## src/design/hcs_pkg.sv

```systemverilog
// ----------------------------------------------------------------------------
// hcs_pkg
// Shared types and constants for the clipped histogram contrast stretch.
// ----------------------------------------------------------------------------
`default_nettype none

package hcs_pkg;

  localparam int LVL_BITS  = 8;
  localparam int LEVELS    = 256;
  localparam int THR_BITS  = 17;
  localparam int FRAC_BITS = 16;

  localparam logic [LVL_BITS-1:0] LVL_MAX = 8'd255;
  localparam logic [LVL_BITS-1:0] LVL_MIN = 8'd0;

  localparam logic KIND_HIST = 1'b0;
  localparam logic KIND_MAP  = 1'b1;

  typedef struct packed {
    logic                kind;
    logic [LVL_BITS-1:0] pixel;
    logic                last;
  } in_word_t;

  typedef struct packed {
    logic [LVL_BITS-1:0] pixel_out;
    logic [LVL_BITS-1:0] low_level;
    logic [LVL_BITS-1:0] high_level;
    logic                last_out;
  } out_word_t;

  typedef enum logic [2:0] {
    ST_IDLE,
    ST_DRAIN,
    ST_SCAN,
    ST_SCAN_END,
    ST_DIV
  } state_t;

endpackage

`default_nettype wire

```

## src/design/hcs_div.sv

```systemverilog
// ----------------------------------------------------------------------------
// hcs_div
// Stretch unit: ((p - low) * 255) / |high - low| with clamping, one quotient
// bit per cycle by restoring division.
// ----------------------------------------------------------------------------
`default_nettype none

module hcs_div (
  input  wire                          clk,
  input  wire                          rst_n,
  input  wire                          start,
  input  wire [hcs_pkg::LVL_BITS-1:0]  pixel,
  input  wire [hcs_pkg::LVL_BITS-1:0]  low,
  input  wire [hcs_pkg::LVL_BITS-1:0]  high,
  input  wire                          ack,
  output logic                         res_vld,
  output logic [hcs_pkg::LVL_BITS-1:0] res
);

  localparam int LB = hcs_pkg::LVL_BITS;

  logic          busy_r;
  logic [2:0]    cnt_r;
  logic          res_vld_r;
  logic [LB-1:0] rem_r;
  logic [LB-1:0] dq_r;
  logic [LB-1:0] d_r;
  logic          force_r;
  logic [LB-1:0] force_val_r;

  logic [LB-1:0]   span;
  logic [LB-1:0]   n;
  logic [2*LB-1:0] num;
  logic            frc;
  logic [LB-1:0]   frc_val;
  logic [LB:0]     trial;
  logic [LB:0]     diff;
  logic            ge;

  always_comb begin
    span    = (high >= low) ? (high - low) : (low - high);
    n       = pixel - low;
    num     = {n, {LB{1'b0}}} - {{LB{1'b0}}, n};
    frc     = 1'b0;
    frc_val = hcs_pkg::LVL_MIN;
    if (pixel <= low) begin
      frc     = 1'b1;
      frc_val = hcs_pkg::LVL_MIN;
    end else if (n >= span) begin
      // covers equal levels too: quotient at or above full scale
      frc     = 1'b1;
      frc_val = hcs_pkg::LVL_MAX;
    end
    trial = {rem_r, dq_r[LB-1]};
    diff  = trial - {1'b0, d_r};
    ge    = (trial >= {1'b0, d_r});
  end

  always_ff @(posedge clk) begin
    if (!rst_n) begin
      busy_r    <= 1'b0;
      cnt_r     <= '0;
      res_vld_r <= 1'b0;
    end else begin
      if (start) begin
        busy_r <= 1'b1;
        cnt_r  <= '0;
      end else if (busy_r) begin
        cnt_r <= cnt_r + 3'd1;
        if (cnt_r == 3'd7) begin
          busy_r    <= 1'b0;
          res_vld_r <= 1'b1;
        end
      end
      if (ack) begin
        res_vld_r <= 1'b0;
      end
    end
  end

  always_ff @(posedge clk) begin
    if (start) begin
      rem_r       <= num[2*LB-1:LB];
      dq_r        <= num[LB-1:0];
      d_r         <= span;
      force_r     <= frc;
      force_val_r <= frc_val;
    end else if (busy_r) begin
      rem_r <= ge ? diff[LB-1:0] : trial[LB-1:0];
      dq_r  <= {dq_r[LB-2:0], ge};
    end
  end

  assign res_vld = res_vld_r;
  assign res     = force_r ? force_val_r : dq_r;

endmodule

`default_nettype wire

```

## config.mk

```make
export PLATFORM = sky130hd
export DESIGN_NAME = hcs_div
export DESIGN_NICKNAME = d
export VERILOG_FILES = /design/src/design/hcs_pkg.sv /design/src/design/hcs_div.sv
export SDC_FILE = /design/constraint.sdc
export NUM_CORES = 1
export LEC_CHECK = 0
export BUFFER_PORTS_ARGS = -buffer_cell sky130_fd_sc_hd__buf_4
export CAP_MARGIN = 15
export CORE_AREA = 2 2 76 78
export DETAILED_ROUTE_END_ITERATION = 6
export DIE_AREA = 0 0 78 80
export MAX_ROUTING_LAYER = met4
export PLACE_DENSITY = 0.85
export SYNTH_ARGS = -nofsm -noshare
export SYNTH_HDL_FRONTEND = slang
export SYNTH_SLANG_ARGS = --single-unit
```

## constraint.sdc

```tcl
create_clock -name clk -period 7.3 [get_ports clk]
set_input_delay 1.095 -clock clk [delete_from_list [all_inputs] [get_ports clk]]
set_output_delay 1.095 -clock clk [all_outputs]
set_load 0.03 [all_outputs]
```

==> results.yml <==
critical_path:
  reg2reg_from: "d_r[1]"
  r2r_slack_ns: 4.80
  crit_type: "in -> reg"
  worstPathRequired_ns: 7.33
  worst_setup_path_end_kind: "flip-flop"
  cp_max_fo: 7
  r2r-end: "rem_r[3]"
  reg2reg_depth: 8
  worst_setup_path_start_kind: "input port"
  cp.arrival_ns: 4.15
final_layout:
  nNetsFinal: 477
  n_antenna_cell: 0
  syn2layout_area_growth_pct: 11.53
  stdcell_area_mm2: 0.003801
  n_fill_cell: 438
  drive_gt1_frac: 0.1757
  fin_cells: 476
logic_synthesis:
  ys_warn_count: 0
  syn_area_mm2: 0.003408
  synth.distinct_cells: 65
  synth_cells: 373
  ys_seq_area_frac: 0.2584
  async_flop_share: 0
  synth_edf_count: 26
  synth_flop_cell: "edfxtp_1"
  synth-seq-cells: 31
  syn-num-nets: 447
  avgSynthCellArea_um2: 9.137
placed_design:
  place_area_mm2: 0.003689
  io_buffer_count: 36
  globalplace.congestion: 0.9233
  place_inst: 468
  place_hpwl_um: 6414
floorplan:
  start_util: 0.6306
  core_mm2: 0.005405
  ioPinCount: 37
  fp.dieH_um: 80
  rows: 27
  fp.dieW_um: 78
  design.die.area_mm2: 0.006240
grt:
  antenna_found_initial: 0
  grt_pass1_vias: 2767
  grt_overflow: 0
  grt_max_degree: 33
  grt_pass1_wl_um: 13230
  grtUsageTotal: 0.2753
hold_path:
  worstHoldEndpoint: "cnt_r[2]"
  hp-start: "cnt_r[2]"
  hold_depth: 2
  hold_path_class: "reg -> reg"
timing:
  hold_violations: 0
  finClkSkew_ns: 0.002628
  finalSetupViolations: 0
  period_needed_ns: 4.117
  tns_ns: 0
  slew-limit-headroom: 0.5096
  rsz0062_at_grt: "no"
  worst_pin_slew_ns: 0.7241
  period_share: 0.5640
  max_freq_mhz: 242.9
  drv_slew: 0
power_and_ir_drop:
  ir_drop_mv: 0.1624
  leakagePower_nw: 1.672
  pwr_density_cell_mw_per_mm2: 258.4
drt:
  ant_nets: 0
  vias: 2900
  dr.pass1.iters: 6
  wire_per_inst_um: 16.79
  drc: 0
  via_per_inst: 6.092
  routed_wl_um: 7992
  drtIter0Drc: 322
status:
  outcome: "complete, no violations"
clocking:
  cts_resized: 0
  cts_max_level: 2
  cts_root_buffer: "clkbuf_8"
  clk_path_buf_depth: 2
  clock_latency_ns: 0.28
  cts_hold_buf: 0
  path_clk_slew_ns: 0.07
  post_cts.repair.setup_buffers: 0
  cts_tree: "done"
  clkSinkCount: 31
  cts_made_buffers: 5
flow_run:
  maxCapViolations: 0
## how the worst max path moves through the flow
stage / to / depth (start not counted) / slack, ns / start
floorplan: force_r / 16 / 3.30 / high[0]
global placement: force_r / 16 / 2.95 / high[0]
detailed placement: force_r / 16 / 2.90 / high[0]
CTS: force_r / 16 / 3.18 / high[0]
global route: force_r / 16 / 2.87 / high[0]
finish: force_r / 16 / 3.18 / high[0]
## sequential cells by signal, indices dropped and copies added, names as in the netlist
register,cells
force_val_r,1
res_vld,1
rem_r,8
force_r,1
dq_r,8
d_r,8
busy_r,1
cnt_r,3
## logic make-up after synthesis
kind of cell             synth area share
AO/OA/AOI/OAI                      0.2324
AND/OR/NAND/NOR                    0.1457
buffers and inverters             0.07636
adder cells (fa/ha/maj)            0.1777
flip-flops                         0.2584
XOR/XNOR                          0.06682
multiplexers                      0.04258
## cell type report
| class | instances | area, um^2 | area share |
|---|---|---|---|
| Clock buffer | 7 | 107.6 | 0.02831 |
| Clock inverter | 1 | 5.005 | 0.001317 |
| Inverter | 48 | 180.2 | 0.04740 |
| Multi-Input combinational cell | 281 | 2267 | 0.5964 |
| Sequential cell | 31 | 880.8 | 0.2317 |
| Tap cell | 72 | 90.09 | 0.02370 |
| Timing Repair Buffer | 36 | 270.3 | 0.07110 |
## critical path, cell delays in order
cell and delay (ns):
buf_4 0.11, inv_1 0.04, ha_1 0.17, inv_1 0.06, fa_1 0.38, a21o_1 0.20
a21oi_2 0.17, a31oi_1 0.10, a211o_1 0.43, mux2i_1 0.30, xor2_1 0.19, ha_1 0.25
a21o_1 0.16, a211oi_1 0.22, o21a_1 0.17, o21ai_0 0.08
## metal layers
metal	track usage	wire length, um
met5	-	0
met1	0.3396	3460
met3	0.03394	414
met4	0.09474	244
met2	0.4707	3873
## placed cells by master (no fill, tap or decap), drive strengths merged, types with 10 or more instances in the layout
cell type | netlist | final
edfxtp | 26 | 26
nor3 | 10 | 10
ha | 42 | 42
o21ai | 24 | 24
xnor2 | 14 | 14
nand2 | 17 | 17
inv | 48 | 48
buf | 8 | 36
mux2i | 13 | 13
nor2 | 22 | 22
a21oi | 21 | 21
or2 | 12 | 12
## synthesized netlist by cell type, drive strengths merged, types with 6 or more instances
cell type  count  area share
ha            42        0.15
xor2           9       0.023
a211oi         6       0.018
nor2          22       0.028
buf            8       0.018
mux2i         13       0.038
nand4          7       0.013
nor3          10       0.015
nor2b          6       0.011
a21oi         21       0.033
a21o           7       0.018
xnor2         14       0.044
or2           12       0.023
edfxtp        26        0.23
o221ai         6       0.015
inv           48       0.053
o21ai         24       0.035
nand2         17       0.019
nand2b         6       0.011
## report_power, final
group          leakage (nW)  total, mW  internal, mW  switching [mW]
Sequential            0.300      0.268         0.247          0.0207
Combinational          1.31      0.553         0.230           0.323
Clock                0.0594      0.162        0.0966          0.0651
Total                  1.67      0.982         0.574           0.408
## stage by stage
step | util | worst slack [ns] | hold slack, ns | power [mW]
after CTS | 0.7032 | 3.184 | 0.5082 | 0.9775
after detailed placement | 0.6824 | 2.898 | 0.4915 | 0.8145
after global placement | 0.6824 | 2.947 | 0.4833 | 0.7945
final | 0.7032 | 3.183 | 0.5061 | 0.9823
after global routing | 0.7032 | 2.873 | 0.5265 | 1.052
after floorplan | - | 3.295 | 0.4646 | 0.6808
Note: power is estimated with default switching activity, not from simulation.
